===== src/hw/rtl/sdfs_pkg.sv =====
`timescale 1ns / 1ps
`default_nettype none
// ----------------------------------------------------------------------------
// sdfs_pkg
// Shared types, codes and helpers for the separator field splitter.
// ----------------------------------------------------------------------------
package sdfs_pkg;

	// Longest separator and width of the field counter.
	localparam int SEP_MAX = 8;
	localparam int FC_W    = 16;
	localparam logic [FC_W-1:0] FIELD_MAX = {FC_W{1'b1}};

	// Sequence seen by one item: the window plus the new byte.
	localparam int SEQ_N = SEP_MAX + 1;

	// Job queue between front and back.
	localparam int QDEPTH = 4;
	localparam int QPTR_W = $clog2(QDEPTH);
	localparam int QCNT_W = $clog2(QDEPTH + 1);

	// Result kinds.
	localparam logic [1:0] KIND_DATA  = 2'd0;
	localparam logic [1:0] KIND_END   = 2'd1;
	localparam logic [1:0] KIND_TRUNC = 2'd2;

	// Configuration register indexes.
	localparam logic [1:0] REG_SEP   = 2'd0;
	localparam logic [1:0] REG_LEN   = 2'd1;
	localparam logic [1:0] REG_LIMIT = 2'd2;

	// Work handed from the front to the back for one item.
	typedef struct packed {
		logic [SEQ_N-1:0][7:0] seq;       // bytes in stream order, oldest at 0
		logic [3:0]            rel;       // leading bytes released as data
		logic                  has_end;   // separator matched
		logic                  has_trunc; // field limit reached
		logic                  has_final; // stream end closes a field
		logic [15:0]           fn0;       // field number before the match
		logic [15:0]           fn1;       // field number after the match
	} job_t;

	// Saturate the field counter to the 16-bit result field.
	function automatic logic [15:0] sat_fn(input logic [FC_W-1:0] v);
		logic [31:0] w;
		w = 32'(v);
		return (w > 32'd65535) ? 16'hFFFF : w[15:0];
	endfunction

	// Clamp the separator length to 1..SEP_MAX.
	function automatic logic [3:0] clamp_len(input logic [3:0] v);
		logic [3:0] r;
		r = v;
		if (v == 4'd0) r = 4'd1;
		if (v > 4'(SEP_MAX)) r = 4'(SEP_MAX);
		return r;
	endfunction

	// Number of results a job produces.
	function automatic logic [3:0] job_results(input job_t j);
		return j.rel + 4'(j.has_end) + 4'(j.has_trunc) + 4'(j.has_final);
	endfunction

endpackage
`default_nettype wire


===== src/hw/rtl/sdfs_front.sv =====
`timescale 1ns / 1ps
`default_nettype none
// ----------------------------------------------------------------------------
// sdfs_front
// Holds the configuration and the lookahead window, compares the window with
// the separator and turns each accepted byte that causes results into a job.
// ----------------------------------------------------------------------------
module sdfs_front (
	input  wire              clk,
	input  wire              arst_n,
	// configuration write channel
	input  wire              cfg_valid,
	output logic             cfg_ready,
	input  wire  [1:0]       cfg_index,
	input  wire  [63:0]      cfg_data,
	// byte input
	input  wire              in_valid,
	output logic             in_ready,
	input  wire  [7:0]       in_byte,
	input  wire              in_last,
	// job output to the queue
	output logic             job_valid,
	input  wire              job_ready,
	output sdfs_pkg::job_t   job
);

	logic [63:0]          sep_q;
	logic [3:0]           len_raw_q;
	logic [15:0]          limit_q;
	logic [7:0]           win_q [sdfs_pkg::SEP_MAX];
	logic [3:0]           cnt_q;
	logic [sdfs_pkg::FC_W-1:0] fd_q;
	logic                 trunc_q;

	logic [3:0]           len;
	logic [sdfs_pkg::SEQ_N-1:0][7:0] seq;
	logic [3:0]           n_tot;
	logic                 full;
	logic [3:0]           base;
	logic                 mis;
	logic                 match;
	logic [sdfs_pkg::FC_W-1:0] fd_inc;
	logic                 trunc;
	logic [3:0]           rel;
	logic [3:0]           cnt_d;
	logic [7:0]           win_d [sdfs_pkg::SEP_MAX];
	logic [4:0]           cidx;
	logic [4:0]           widx;
	logic [7:0]           cand;
	logic                 accept;

	assign cfg_ready = 1'b1;
	assign len       = sdfs_pkg::clamp_len(len_raw_q);

	// Configuration registers.
	always_ff @(posedge clk or negedge arst_n) begin
		if (!arst_n) begin
			sep_q     <= 64'd44;
			len_raw_q <= 4'd1;
			limit_q   <= 16'd0;
		end else if (cfg_valid) begin
			case (cfg_index)
				sdfs_pkg::REG_SEP:   sep_q     <= cfg_data;
				sdfs_pkg::REG_LEN:   len_raw_q <= cfg_data[3:0];
				sdfs_pkg::REG_LIMIT: limit_q   <= cfg_data[15:0];
				default: ;
			endcase
		end
	end

	// Window contents followed by the new byte.
	always_comb begin
		for (int i = 0; i < sdfs_pkg::SEQ_N; i++) begin
			if (4'(i) < cnt_q) seq[i] = win_q[3'(i)];
			else if (4'(i) == cnt_q) seq[i] = in_byte;
			else seq[i] = 8'd0;
		end
	end

	// Separator compare over the newest len bytes.
	always_comb begin
		n_tot = cnt_q + 4'd1;
		full  = (n_tot >= len);
		base  = full ? (n_tot - len) : 4'd0;
		mis   = 1'b0;
		for (int i = 0; i < sdfs_pkg::SEP_MAX; i++) begin
			cidx = 5'(base) + 5'(i);
			cand = (cidx <= 5'(sdfs_pkg::SEP_MAX)) ? seq[cidx[3:0]] : 8'd0;
			if ((4'(i) < len) && (cand != sep_q[8*i +: 8])) mis = 1'b1;
		end
		match = full && !mis;
	end

	// Field count, limit check and the number of bytes released.
	always_comb begin
		fd_inc = (fd_q == sdfs_pkg::FIELD_MAX) ? fd_q : fd_q + 1'b1;
		trunc  = match && (limit_q != 16'd0) && (32'(fd_inc) >= 32'(limit_q));
		if (in_last && !match) rel = n_tot;
		else if (full && !match) rel = base + 4'd1;
		else rel = base;
		cnt_d = (match || in_last) ? 4'd0 : (n_tot - rel);
		for (int i = 0; i < sdfs_pkg::SEP_MAX; i++) begin
			widx     = 5'(rel) + 5'(i);
			win_d[i] = (widx <= 5'(sdfs_pkg::SEP_MAX)) ? seq[widx[3:0]] : 8'd0;
		end
	end

	// Job for the back end.
	always_comb begin
		job.seq       = seq;
		job.rel       = rel;
		job.has_end   = match;
		job.has_trunc = trunc;
		job.has_final = in_last && !trunc;
		job.fn0       = sdfs_pkg::sat_fn(fd_q);
		job.fn1       = match ? sdfs_pkg::sat_fn(fd_inc) : sdfs_pkg::sat_fn(fd_q);
	end

	// A truncated stream is swallowed without needing queue space.
	assign in_ready  = trunc_q || job_ready;
	assign accept    = in_valid && in_ready;
	assign job_valid = in_valid && !trunc_q && (sdfs_pkg::job_results(job) != 4'd0);

	// Stream state.
	always_ff @(posedge clk or negedge arst_n) begin
		if (!arst_n) begin
			cnt_q   <= 4'd0;
			fd_q    <= '0;
			trunc_q <= 1'b0;
		end else if (accept) begin
			if (trunc_q) begin
				if (in_last) begin
					cnt_q   <= 4'd0;
					fd_q    <= '0;
					trunc_q <= 1'b0;
				end
			end else begin
				cnt_q <= cnt_d;
				if (in_last) begin
					fd_q    <= '0;
					trunc_q <= 1'b0;
				end else if (match) begin
					fd_q    <= fd_inc;
					trunc_q <= trunc;
				end
			end
		end
	end

	// Window bytes.
	always_ff @(posedge clk) begin
		if (accept && !trunc_q) begin
			for (int i = 0; i < sdfs_pkg::SEP_MAX; i++) win_q[i] <= win_d[i];
		end
	end

endmodule
`default_nettype wire


===== src/hw/rtl/sdfs_queue.sv =====
`timescale 1ns / 1ps
`default_nettype none
// ----------------------------------------------------------------------------
// sdfs_queue
// Short job queue that lets the front and the back end stall independently.
// ----------------------------------------------------------------------------
module sdfs_queue (
	input  wire              clk,
	input  wire              arst_n,
	input  wire              wr_valid,
	output logic             wr_ready,
	input  sdfs_pkg::job_t   wr_job,
	output logic             rd_valid,
	input  wire              rd_ready,
	output sdfs_pkg::job_t   rd_job
);

	sdfs_pkg::job_t                entry_q [sdfs_pkg::QDEPTH];
	logic [sdfs_pkg::QPTR_W-1:0]   wr_ptr_q;
	logic [sdfs_pkg::QPTR_W-1:0]   rd_ptr_q;
	logic [sdfs_pkg::QCNT_W-1:0]   count_q;
	logic                          push;
	logic                          pop;

	assign wr_ready = (count_q != sdfs_pkg::QCNT_W'(sdfs_pkg::QDEPTH));
	assign rd_valid = (count_q != '0);
	assign rd_job   = entry_q[rd_ptr_q];
	assign push     = wr_valid && wr_ready;
	assign pop      = rd_valid && rd_ready;

	// Pointers and fill level.
	always_ff @(posedge clk or negedge arst_n) begin
		if (!arst_n) begin
			wr_ptr_q <= '0;
			rd_ptr_q <= '0;
			count_q  <= '0;
		end else begin
			if (push) wr_ptr_q <= wr_ptr_q + 1'b1;
			if (pop) rd_ptr_q <= rd_ptr_q + 1'b1;
			if (push && !pop) count_q <= count_q + 1'b1;
			else if (pop && !push) count_q <= count_q - 1'b1;
		end
	end

	// Storage.
	always_ff @(posedge clk) begin
		if (push) entry_q[wr_ptr_q] <= wr_job;
	end

endmodule
`default_nettype wire


===== src/hw/rtl/sdfs_back.sv =====
`timescale 1ns / 1ps
`default_nettype none
// ----------------------------------------------------------------------------
// sdfs_back
// Takes jobs from the queue and issues results one per cycle while res_ready
// is high: released data first, then field end, truncation, final field end.
// ----------------------------------------------------------------------------
module sdfs_back (
	input  wire              clk,
	input  wire              arst_n,
	input  wire              job_valid,
	output logic             job_ready,
	input  sdfs_pkg::job_t   job,
	output logic             res_valid,
	input  wire              res_ready,
	output logic [1:0]       res_kind,
	output logic [7:0]       res_byte,
	output logic [15:0]      res_fn,
	output logic             res_last,
	output logic             res_complete
);

	sdfs_pkg::job_t cur_q;
	logic           busy_q;
	logic [3:0]     idx_q;
	logic [3:0]     nres;
	logic [3:0]     off;
	logic [3:0]     off2;
	logic           step_last;
	logic           load;

	assign nres      = sdfs_pkg::job_results(cur_q);
	assign step_last = (idx_q == nres - 4'd1);
	assign res_valid = busy_q;
	assign res_last  = step_last;
	assign load      = job_valid && (!busy_q || (res_ready && step_last));
	assign job_ready = load;

	// Pick the result at the current step.
	always_comb begin
		off          = idx_q - cur_q.rel;
		off2         = off - 4'(cur_q.has_end);
		res_byte     = 8'd0;
		res_complete = 1'b0;
		if (idx_q < cur_q.rel) begin
			res_kind = sdfs_pkg::KIND_DATA;
			res_byte = cur_q.seq[idx_q];
			res_fn   = cur_q.fn0;
		end else if (cur_q.has_end && off == 4'd0) begin
			res_kind = sdfs_pkg::KIND_END;
			res_fn   = cur_q.fn0;
		end else if (cur_q.has_trunc && off2 == 4'd0) begin
			res_kind = sdfs_pkg::KIND_TRUNC;
			res_fn   = cur_q.fn1;
		end else begin
			res_kind     = sdfs_pkg::KIND_END;
			res_fn       = cur_q.fn1;
			res_complete = 1'b1;
		end
	end

	// Step control.
	always_ff @(posedge clk or negedge arst_n) begin
		if (!arst_n) begin
			busy_q <= 1'b0;
			idx_q  <= 4'd0;
		end else if (load) begin
			busy_q <= 1'b1;
			idx_q  <= 4'd0;
		end else if (busy_q && res_ready) begin
			if (step_last) busy_q <= 1'b0;
			idx_q <= idx_q + 4'd1;
		end
	end

	// Current job.
	always_ff @(posedge clk) begin
		if (load) cur_q <= job;
	end

endmodule
`default_nettype wire


===== src/hw/rtl/substring_delimiter_field_splitter.sv =====
`timescale 1ns / 1ps
`default_nettype none
// ----------------------------------------------------------------------------
// substring_delimiter_field_splitter
// Splits a byte stream into fields at matches of a separator of 1 to 8 bytes.
// ----------------------------------------------------------------------------
// A byte request is taken whenever the job queue has room (and always while a
// truncated stream is being dropped); the front end compares the newest len
// bytes of the window and the new byte with the separator as it is taken.
// Results leave at one per cycle from the back end while the output is ready;
// a byte that causes no results puts no job in the queue. A four-entry job
// queue sits between the two, and a byte's job passes through a queue entry
// and the back end's job register before its first result. Configuration
// writes are always accepted and must only be made while the block is idle.
module substring_delimiter_field_splitter (
	input  wire         clk,
	input  wire         arst_n,
	// configuration write channel
	input  wire         cfg_valid,
	output logic        cfg_ready,
	input  wire  [1:0]  cfg_index,
	input  wire  [63:0] cfg_data,
	// byte input
	input  wire         s_axis_tvalid,
	output logic        s_axis_tready,
	input  wire  [7:0]  s_axis_tdata,   // [7:0] in_byte
	input  wire         s_axis_tlast,   // in_last
	// result output
	output logic        m_axis_tvalid,
	input  wire         m_axis_tready,
	output logic [31:0] m_axis_tdata,   // [7:0] out_byte, [23:8] field_number,
	                                    // [24] stream_complete, [31:25] zero
	output logic [1:0]  m_axis_tuser,   // [1:0] out_kind
	output logic        m_axis_tlast    // run_last
);

	logic           fq_valid;
	logic           fq_ready;
	sdfs_pkg::job_t fq_job;
	logic           qb_valid;
	logic           qb_ready;
	sdfs_pkg::job_t qb_job;
	logic [7:0]     res_byte;
	logic [15:0]    res_fn;
	logic           res_complete;

	sdfs_front u_front (
		.clk       (clk),
		.arst_n    (arst_n),
		.cfg_valid (cfg_valid),
		.cfg_ready (cfg_ready),
		.cfg_index (cfg_index),
		.cfg_data  (cfg_data),
		.in_valid  (s_axis_tvalid),
		.in_ready  (s_axis_tready),
		.in_byte   (s_axis_tdata),
		.in_last   (s_axis_tlast),
		.job_valid (fq_valid),
		.job_ready (fq_ready),
		.job       (fq_job)
	);

	sdfs_queue u_queue (
		.clk      (clk),
		.arst_n   (arst_n),
		.wr_valid (fq_valid),
		.wr_ready (fq_ready),
		.wr_job   (fq_job),
		.rd_valid (qb_valid),
		.rd_ready (qb_ready),
		.rd_job   (qb_job)
	);

	sdfs_back u_back (
		.clk          (clk),
		.arst_n       (arst_n),
		.job_valid    (qb_valid),
		.job_ready    (qb_ready),
		.job          (qb_job),
		.res_valid    (m_axis_tvalid),
		.res_ready    (m_axis_tready),
		.res_kind     (m_axis_tuser),
		.res_byte     (res_byte),
		.res_fn       (res_fn),
		.res_last     (m_axis_tlast),
		.res_complete (res_complete)
	);

	// Pack the result fields.
	assign m_axis_tdata = {7'd0, res_complete, res_fn, res_byte};

endmodule
`default_nettype wire


===== config.mk =====
export PLATFORM = sky130hd
export DESIGN_NAME = substring_delimiter_field_splitter
export DESIGN_NICKNAME = d
export VERILOG_FILES = /design/src/hw/rtl/sdfs_pkg.sv /design/src/hw/rtl/sdfs_front.sv /design/src/hw/rtl/sdfs_queue.sv /design/src/hw/rtl/sdfs_back.sv /design/src/hw/rtl/substring_delimiter_field_splitter.sv
export SDC_FILE = /design/constraint.sdc
export NUM_CORES = 1
export LEC_CHECK = 0
export ABC_AREA = 1
export BUFFER_PORTS_ARGS = -buffer_cell sky130_fd_sc_hd__buf_2
export CAP_MARGIN = 20
export CORE_ASPECT_RATIO = 1.2
export CORE_MARGIN = 4
export CORE_UTILIZATION = 37
export CTS_CLUSTER_SIZE = 25
export DETAILED_ROUTE_END_ITERATION = 7
export PLACE_DENSITY = 0.53
export SLEW_MARGIN = 5
export SYNTH_ARGS = -nofsm -noshare
export SYNTH_HDL_FRONTEND = slang
export SYNTH_SLANG_ARGS = --single-unit

===== constraint.sdc =====
create_clock -name clk -period 13.32 [get_ports clk]
set_clock_uncertainty 0.15 [all_clocks]
set_input_delay 1.332 -clock clk [delete_from_list [all_inputs] [get_ports clk]]
set_output_delay 1.332 -clock clk [all_outputs]
set_load 0.02 [all_outputs]

== Word-level counts from Yosys, hierarchy flattened ==
Memory sizes are Yosys's and may differ from the RTL's. A register that Yosys moved wholly into a read port is not among the register bits.
Cells that the tools add are included.
Storage, ports and cells
  memories: 2
  RAM bits: 508
  flip-flop bits (word level): 117
  output and inout bits: 38
  input bits: 80
  word-level logic and storage cells: 288
Memories
  u_queue.entry_q: words 4, bits a word 111, rd ports 1, clocked after Yosys merged registers in 1, write ports 1, RTL line sdfs_queue.sv:18  | sdfs_pkg::job_t entry_q [sdfs_pkg::QDEPTH];
  u_front.win_q: words 8, bits a word 8, rd ports 8, clocked after Yosys merged registers in 0, write ports 8, RTL line sdfs_front.sv:30  | logic [7:0] win_q [sdfs_pkg::SEP_MAX];
Cells by class
  order comparisons: 54
  add/subtract/negate cells: 33
  equality and inequality tests: 22
  reduce and logical (&&, ||, !) cells: 53
  mux-type cells: 113
Operator list (number)
  binary-select mux 8 bit (select 4 bit): 17
  two-way mux 8 bit: 52
  two-way mux 16 bit: 7
  < comparator 4 x 5 -> 1 bit, second input constant: 17
  less-or-equal comparator 5 x 4 -> 1 bit, second input constant: 14
  != test 8 bit: 8
  adder 4 x 3 -> 5 bit, second input constant: 8
  two-way mux 4 bit: 10
  < comparator 3 x 4 -> 1 bit, first input constant: 8
  logical AND 1 bit: 27
  adder 4 x 1 -> 4 bit: 6
  two-way mux 1 bit: 22
  adder 4 x 2 -> 5 bit, second input constant: 4
  adder 16 x 1 -> 16 bit, second input constant: 1
  == test 16 bit, second input constant: 1
  == test 3 x 4 -> 1 bit, first input constant: 4
  greater-or-equal comparator 16 bit: 1
  logical NOT 4 bit: 4
  < comparator 1 x 4 -> 1 bit, first input constant: 4
  < comparator 2 x 4 -> 1 bit, first input constant: 4
  nonzero test 16 bit: 1
  adder 4 x 1 -> 4 bit, second input constant: 3
  subtractor 4 bit: 3
  adder 4 x 1 -> 5 bit, second input constant: 2
  other kinds (27): 47

== Longest topological paths before layout ==
Gate-level depths: netlist of run 1.
  depth after elaboration: 34
  depth in mapped cells: 55
  mapped depth without buffers: 50

== Cells and area by module ==
Synthesis of run 1 repeated with hierarchy kept, for this count alone.
Second synthesis, totals
  cells, all modules: 4850
  area, all modules: 41696.2 um2
Modules (own cells, without submodules)
  sdfs_front: cells an instance 3056, seq. area each 4554.4 um2, times used 1, area an instance 18547.8 um2
  sdfs_queue: cells an instance 1355, seq. area each 13508.0 um2, times used 1, area an instance 17939.7 um2
  sdfs_back: cells an instance 430, seq. area each 3458.3 um2, times used 1, area an instance 5144.9 um2
  substring_delimiter_field_splitter: cells an instance 9, seq. area each 0.0 um2, times used 1, area an instance 63.8 um2

== Worst setup path before layout of run 1 ==
OpenSTA, ideal clock, no wires.
  path kind: register to register
  from: register u_front.cnt_q[0]
  to: memory u_queue.entry_q[2][0] (netlist name), enable pin
  arrival time: 11.028 ns
  path buffers: 5
  library setup time: 0.581 ns
  period minus slack after synthesis: 11.759 ns
  cell stages (with the launch flop): 41
  path slack: 1.561 ns
  required time: 12.589 ns
  path through: dfrtp_1 > ha_1 > buf_2 > nand2_1 > inv_1 > nor2_1 > ha_1 > xnor2_1 > nand2_4 > clkbuf_1 > ha_1 > clkbuf_1 > clkinv_1 > a31oi_2 > inv_1 > nand3_1 > nand2_1 > nand2_1 > [... 5 more ...] > nand2_1 > nand2_1 > nand2_1 > nand2_1 > nand2_1 > nand2_2 > buf_6 > buf_4 > xor2_1 > ha_1 > ha_1 > fa_1 > nor2_1 > nand2_1 > inv_1 > nand3_1 > nand2_1 > nor2_1
RTL lines
  from (decl): RTL line sdfs_front.sv:31  | logic [3:0] cnt_q;
  from (signal assigned): RTL line sdfs_front.sv:138  | cnt_q <= cnt_d;
  to (decl): RTL line sdfs_queue.sv:18

== Worst setup path in the final report of run 1 ==
  from: register u_front.cnt_q[3]
  to: memory u_queue.entry_q[1][55] (netlist name), enable pin
On the way
  word-level cells in the longest chain between the ends: 30
  elaborated cells between the ends (all ways): 123
  classes of those cells: 13 x add/sub; 18 x order compare; 16 x eq/ne; 55 x mux; 21 x reduce/logical
RTL lines
  adder 4 x 1 -> 4 bit (tied with other cells): RTL line sdfs_front.sv:82  | n_tot = cnt_q + 4'd1;
  subtractor 4 bit (tied with other cells): RTL line sdfs_front.sv:84  | base = full ? (n_tot - len) : 4'd0;
  two-way mux 4 bit / two-way mux 8 bit (equally long branches): RTL line sdfs_front.sv:84, sdfs_front.sv:74
  adder 4 x 1 -> 5 bit / binary-select mux 8 bit (select 4 bit) (equally long branches): RTL line sdfs_front.sv:87, sdfs_front.sv:88
  binary-select mux 8 bit (select 4 bit) / two-way mux 8 bit (equally long branches): RTL line sdfs_front.sv:88  | cand = (cidx <= 5'(sdfs_pkg::SEP_MAX)) ? seq[cidx[3:0]] : 8'd0;
  two-way mux 8 bit (implied by the code): RTL line sdfs_front.sv:88
  two-way mux 8 bit / != test 8 bit (equally long branches): RTL line sdfs_front.sv:88, sdfs_front.sv:89
  != test 8 bit / logical AND 1 bit (equally long branches): RTL line sdfs_front.sv:89  | if ((4'(i) < len) && (cand != sep_q[8*i +: 8])) mis = 1'b1;
  [... 13 more ...]
  two-way mux 4 bit: RTL line sdfs_front.sv:98  | if (in_last && !match) rel = n_tot;
  adder 4 x 1 -> 4 bit (2 in series): RTL line sdfs_pkg.sv:61  | return j.rel + 4'(j.has_end) + 4'(j.has_trunc) + 4'(j.has_final);
  adder 4 x 1 -> 4 bit *: RTL line sdfs_pkg.sv:61
  nonzero test 4 bit *: RTL line sdfs_front.sv:122  | assign job_valid = in_valid && !trunc_q && (sdfs_pkg::job_results(job) != 4'd0);
  logical AND 1 bit *: RTL line sdfs_front.sv:122
  logical AND 1 bit *: RTL line sdfs_queue.sv:28  | assign push = wr_valid && wr_ready;
  two-way mux 1 bit *: RTL line sdfs_queue.sv:47  | if (push) entry_q[wr_ptr_q] <= wr_job;
  two-way mux 1 bit (implied by the code) *: RTL line sdfs_queue.sv:47
Every way passes the cells marked *; elsewhere a longest branch is shown, timed or not. The select of a mux whose other input is x is not followed.

==> impl_metrics.toml, run 1 <==
[timing]
max_freq_mhz = 90.5
setup_viol = 0
max_slew_margin_pct = 17.7
rsz0062_at_grt = "false"
finalHoldViolations = 0
timing.hold.ws_ns = 0.340
period_share_pct = 83.0
worst_pin_slew_ns = 1.23
worst_slack_ns = 2.27
layout_min_cycle_time_ns = 11.05
slew_violations = 0
fin_tns_setup_ns = 0

[global_routing]
grt_start_max_net_pins = 115
first_global_vias = 30900
grt_usage_pct = 24.7
antenna_found_initial = 6
grt_pass1_wl_um = 208000
overflow = 0

[place]
place_congestion = 0.980
place_ws_ns = 2.43
dpl.hpwl_um = 96600
port_buffers = 109

[critical_path]
cp_max_fo = 54
max_stage_delay_ns = 1.10
cpLargestDelayFamily = "simple AND/OR/NAND/NOR gates"
cp_slowest_cell = "ha_1"
cpMostUsedCell = "nand2_1"
criticalPathCategory = "reg2reg"
start_kind = "register"
cp-end-kind = "register"
crit_required_ns = 13.45
crit_buf_inv = 4
arrival_ns = 11.19

[yosys]
synth_largest_area_cell = "edfxtp_1"
synth_area_leaders = "edfxtp_1 47%, nand3_1 11%, nand2_1 8.3%, dfrtp_1 7.1%, nor2_1 4.1%"
syn_inst = 4427
synth.avg_cell_area_um2 = 8.95
synth_enable_flop_cells = 619
ys_seq_elements = 736
ys_warn_count = 0
async_reset_ff_share_pct = 15.9
syn_area_um2 = 39600
synthFlopType = "edfxtp_1"
ys_seq_area_share_pct = 54.3
synth_cell_types = 58
yosys.area.top_type_share_pct = 46.9

[die]
die-area_um2 = 112000
rows = 131
die_y_um = 366
dieWidth_um = 307
core_um2 = 106000
ioPinCount = 118
start_util_pct = 37.2

[clocking]
worstSkewPairLatency_ns = 0.68
hold_buffers = 0
ctsRootBufferMaster = "clkbuf_16"
path_clk_slew_ns = 0.06
cts_sinks = 736
cts_tree = "yes"
cts.htree.levels = 3
numCtsBuffers = 80
clockBufferDepth = 3
post_cts_resized = 0
post-cts-setup-buffer-count = 0

[final_layout]
nets = 4575
seq_area_um2 = 21500
drive_gt1_share_pct = 9.28
fillers = 10500
multi_input_area_um2 = 15900
area_delta_synth_final_pct = 10.4

[route]
drt-vias-per-instance = 5.63
first_iter_violations = 4068
first_pass_iters = 6
routedWlPerCell_um = 24.2
ant_nets = 0
drc = 0
routed_wl_um = 142000
vias = 33100

[hold_path]
hp-class = "reg2reg"

[run]
drv_cap = 0

[run_status]
status = "completed"
==> path summary, 6_finish.rpt <==
check,startpoint,to,slack (ns),cells after the start
max,u_front.cnt_q[3],u_queue.entry_q[1][55],2.27,39
max reg2reg,u_front.cnt_q[3],u_queue.entry_q[1][55],2.27,39
min,u_front.len_raw_q[2],u_front.len_raw_q[2],0.34,2
min in group asynchronous,arst_n,u_front.fd_q[13],0.55,1
max in group asynchronous,arst_n,u_front.sep_q[26],11.24,2
min reg2reg,u_front.len_raw_q[2],u_front.len_raw_q[2],0.34,2
==> worst min-delay path, cell delays in order (launching register included) <==
cell	delay, ns
dfrtp_1	0.34
nand2_1	0.05
o21ai_0	0.06
==> per-stage QoR <==
step / utilization (%) / instances / instance area (um^2)
4_1_cts: 41.1 / 5879 / 43700
6_report: 41.1 / 5881 / 43800
2_1_floorplan: - / 4433 / 39600
3_3_place_gp: 38.7 / 5731 / 41200
5_1_grt: 41.1 / 5880 / 43700
3_5_place_dp: 38.7 / 5732 / 41200
==> synth_stat cells, drive strengths merged (3+ instances only) <==
library cell and number:
xor2 30, o22ai 114, o311ai 7, a31oi 3, mux2 43, xnor2 8, inv 272, edfxtp 619
fa 7, buf 127, o21ai 346, clkinv 16, nand3 892, a221oi 12, ha 69, o21bai 13
nand3b 27, a21oi 138, o211ai 4, nor2 444, nor4 5, nand2 902, clkbuf 132, dfstp 4
dfrtp 113, nor3 15, nand4 43
==> registers in the layout, indices dropped and copies added, names as in the netlist, 3 cells and up <==
name               flops
u_queue.count_q        3
u_back.idx_q           4
u_queue.entry_q      444
u_front.sep_q         64
u_front.len_raw_q      4
u_back.cur_q         111
u_front.win_q         64
u_front.limit_q       16
u_front.fd_q          16
u_front.cnt_q          4
==> cell families (layout without fill, tap and decap cells) <==
group                      Yosys count  count (layout)  synth area share [%]
AOI/OAI and AO/OA                  651             651                  9.11
buffers and inverters              547             598                  5.91
other                                2               9                0.0190
muxes                               43              43                  1.22
and+or+nand+nor                   2334            2334                  26.0
DFF                                736             736                  54.3
xor gates and xnor gates            38              38                 0.906
adders and majority gates           76              76                  2.53
==> layout by cell type, fill, tap and decap left out, types with 4 or more instances in the layout <==
cell type / n
a21oi_1: 134
a221oi_1: 12
buf_2: 108
buf_4: 51
bufinv_16: 4
clkbuf_1: 16
clkbuf_16: 81
clkinv_1: 31
clkinv_2: 18
clkinvlp_4: 6
conb_1: 8
dfrtp_1: 110
dfstp_2: 4
edfxtp_1: 619
fa_1: 7
ha_1: 69
inv_1: 257
inv_2: 12
mux2_2: 43
nand2_1: 869
nand2_2: 26
nand2_4: 7
nand3_1: 885
nand3_2: 5
nand3b_1: 27
nand4_1: 43
nor2_1: 432
nor2_2: 4
nor2_4: 8
nor3_1: 15
nor4_1: 5
o211ai_1: 4
o21ai_0: 324
o21ai_1: 11
o21ai_2: 11
o21bai_1: 13
o22ai_1: 114
o311ai_0: 7
xnor2_1: 8
xor2_1: 28
==> cell type report <==
class                           instances  share of cell area (%)
Tap cell                             1396                    3.99
Antenna cell                            1                 0.00572
Timing Repair Buffer                  163                    2.27
Multi-Input combinational cell       3150                    36.3
Clock buffer                           99                    4.83
Sequential cell                       736                    49.2
Inverter                              288                    2.50
Clock inverter                         48                   0.901
==> per-layer routing <==
metal | track usage [%] | vias up | routed length (um) | share of wire, %
met2 | 39.0 | 1395 | 64300 | 45
met4 | 13.2 | 0 | 8890 | 6.2
met5 | 0 | - | 0 | 0
met1 | 32.7 | 15900 | 58900 | 41
met3 | 3.99 | 337 | 10200 | 7.2
li1 | - | 15500 | - | -
Power of run 1 is left out: the tool's default activity adds up to more than one toggle a clock period on the data nets, which glitch-free logic cannot reach.
==> run 2, diff against run 1 <==
Settings changed: ABC_AREA 1 to 0.
Clock period 13.32 ns to 10.6 ns, I/O delays scaled along.
==> run 2 against run 1 <==
  * Count of clock-buffer cells in the layout rose by 1
  * Cell count is 22% lower
  * Via count fell by 17%
  * Critical path depth down 6
  * Hold slack worse by 0.15 ns
  * Wire length down 4.4%
  * Utilization is 1.2 points higher
  * Synthesized area up 0.75%
  * Global-route usage down 0.95 points
  * Register-to-register slack worse by 1.8 ns
  * Critical path type unchanged
==> impl_metrics.toml, run 2 <==
[critical_path]
cp_max_fo = 29
cp-end-kind = "register"
crit_required_ns = 11.00
criticalPathCategory = "reg2reg"
rrSetupSlack_ns = 0.46
start_kind = "register"
cp_slowest_cell = "mux2i_1"
arrival_ns = 10.54
max_stage_delay_ns = 0.72

[route]
ant_nets = 0
routed_wl_um = 136000
vias = 27600
first_pass_iters = 8
drt-vias-per-instance = 6.03
routedWlPerCell_um = 29.7
drc = 0
first_iter_violations = 2687

[clocking]
cts.htree.levels = 3
numCtsBuffers = 78
cts_tree = "yes"
ctsRootBufferMaster = "clkbuf_16"
clockBufferDepth = 3
cts_sinks = 736
path_clk_slew_ns = 0.07
worstSkewPairLatency_ns = 0.69
hold_buffers = 0

[final_layout]
regMostFlops = "u_queue.entry_q"
drive_gt1_share_pct = 23.7
area_delta_synth_final_pct = 13.0
final_common_cell = "edfxtp_1"
reg.largest.list = "u_queue.entry_q: 444 flops, u_back.cur_q: 111 flops"
nets = 3272
largest_reg_flops = 444
stdcell_count = 4580
most-common-layout-cells = "619 x edfxtp_1, 243 x mux2i_1, 171 x mux4_2"

[timing]
worst_slack_ns = 0.464
fin_tns_setup_ns = 0
max_freq_mhz = 98.7
rsz0062_at_grt = "false"
max_slew_margin_pct = 25.7
layout_min_cycle_time_ns = 10.14
period_share_pct = 95.6
slew_violations = 0
finalHoldViolations = 0
worst_pin_slew_ns = 1.08
setup_viol = 0

[die]
core_um2 = 107000
ioPinCount = 118
die_y_um = 368
rows = 131
start_util_pct = 37.4
die-area_um2 = 113000
dieWidth_um = 308

[global_routing]
overflow = 0
antenna_found_initial = 2
grt_start_max_net_pins = 83
grt_pass1_wl_um = 198000
top_usage_layer = "met2"
first_global_vias = 28100
met1_usage_pct = 29.3
grt_usage_pct = 23.8
globalRouteMet2Util_pct = 38.2
met3_usage_pct = 4.41

[yosys]
synthFlopType = "edfxtp_1"
syn_area_um2 = 39900
synth_largest_area_cell = "edfxtp_1"
ys_warn_count = 0
synthTopCellsByCount = "619 x edfxtp_1, 243 x mux2i_1, 171 x mux4_2, 171 x nand2_1, 151 x nor2_1"
synth_most_common_cell = "edfxtp_1"
synth_cell_types = 110
ys_seq_elements = 736
async_reset_ff_share_pct = 15.9
synth_enable_flop_cells = 619
yosys.area.top_type_share_pct = 46.6
synth.avg_cell_area_um2 = 13.4
synth_area_leaders = "edfxtp_1 47%, mux4_2 9.6%, dfrtp_1 7.1%, mux2i_1 6.1%, mux2_2 3.5%"
ys_seq_area_share_pct = 53.9
syn_inst = 2978

[place]
dpl.hpwl_um = 98500
port_buffers = 109
place_inst = 4429
place_congestion = 0.998
place_ws_ns = 0.256

[hold_path]
hp-class = "in2async"

[run]
drv_cap = 0

[run_status]
status = "completed"
[run 2: cell types whose count changed after synthesis, sizes merged, moves of 71 or more]
cell and delta:
mux2i +243, o21ai -250, nor2 -291, nand2 -730, nand3 -824, mux4 +171, inv -124, mux2 +82
o22ai -71
[run 2: final timing paths]
path | end | depth (start not counted) | start
min in group clk | u_queue.count_q[2] | 1 | u_queue.count_q[2]
max | u_queue.count_q[1] | 33 | u_front.cnt_q[0]
min reg2reg | u_queue.count_q[2] | 1 | u_queue.count_q[2]
min | u_front.sep_q[58] | 1 | arst_n
max reg2reg | u_queue.count_q[1] | 33 | u_front.cnt_q[0]
max in group asynchronous | u_front.fd_q[5] | 2 | arst_n
[run 2: final cells by class]
| cell class | instances | area (um^2) |
|---|---|---|
| diodes | 2 | 5.00 |
| well taps | 1396 | 1750 |
| clock buffers | 100 | 2100 |
| clock inverters | 46 | 404 |
| inverters | 156 | 598 |
| repair buffers | 243 | 1720 |
| fillers | 9742 | 61600 |
| multi-input cells | 1901 | 17000 |
| flip-flops and latches | 736 | 21500 |
[run 2: metrics by stage]
stage / area, um^2 / hold slack (ns) / util, %
after global routing: 45100 / 0.209 / 42.3
after CTS: 45000 / 0.166 / 42.2
after detailed placement: 42500 / 0.345 / 39.9
final: 45100 / 0.187 / 42.3
after global placement: 42500 / 0.329 / 39.8
after floorplan: 40000 / 0.305 / -
[run 2: what timing repair did]
action,CTS,global route
setup endpoints to repair,0,434
hold endpoints to repair,0,0
resized for setup,0,5
buffers inserted,0,1
[run 2: cells by family after synthesis]
| kind of cell | count (synthesis) | share of synthesized area [%] |
|---|---|---|
| buffers and inverters | 347 | 3.88 |
| AOI/OAI and AO/OA | 568 | 10.6 |
| xor gates and xnor gates | 67 | 1.63 |
| DFF | 736 | 53.9 |
| and+or+nand+nor | 643 | 8.16 |
| other | 2 | 0.0188 |
| adders and majority gates | 76 | 2.51 |
| muxes | 539 | 19.3 |
[run 2: critical path, delay by kind of cell, from the launching register on]
kind	cells	cell delay, ns
compound gates	5	1.32
fa+ha+maj	7	2.18
buf+inv	8	1.60
flops	1	0.46
mux	5	1.89
simple gates	8	2.37
[run 2: metal layers]
metal | share of wire [%] | vias up | wire length [um]
met5 | 0 | - | 0
li1 | - | 12000 | -
met2 | 47 | 1229 | 63900
met3 | 6.7 | 394 | 9090
met1 | 39 | 14000 | 52800
met4 | 7.6 | 0 | 10300
Power of run 2 is left out for the same reason.
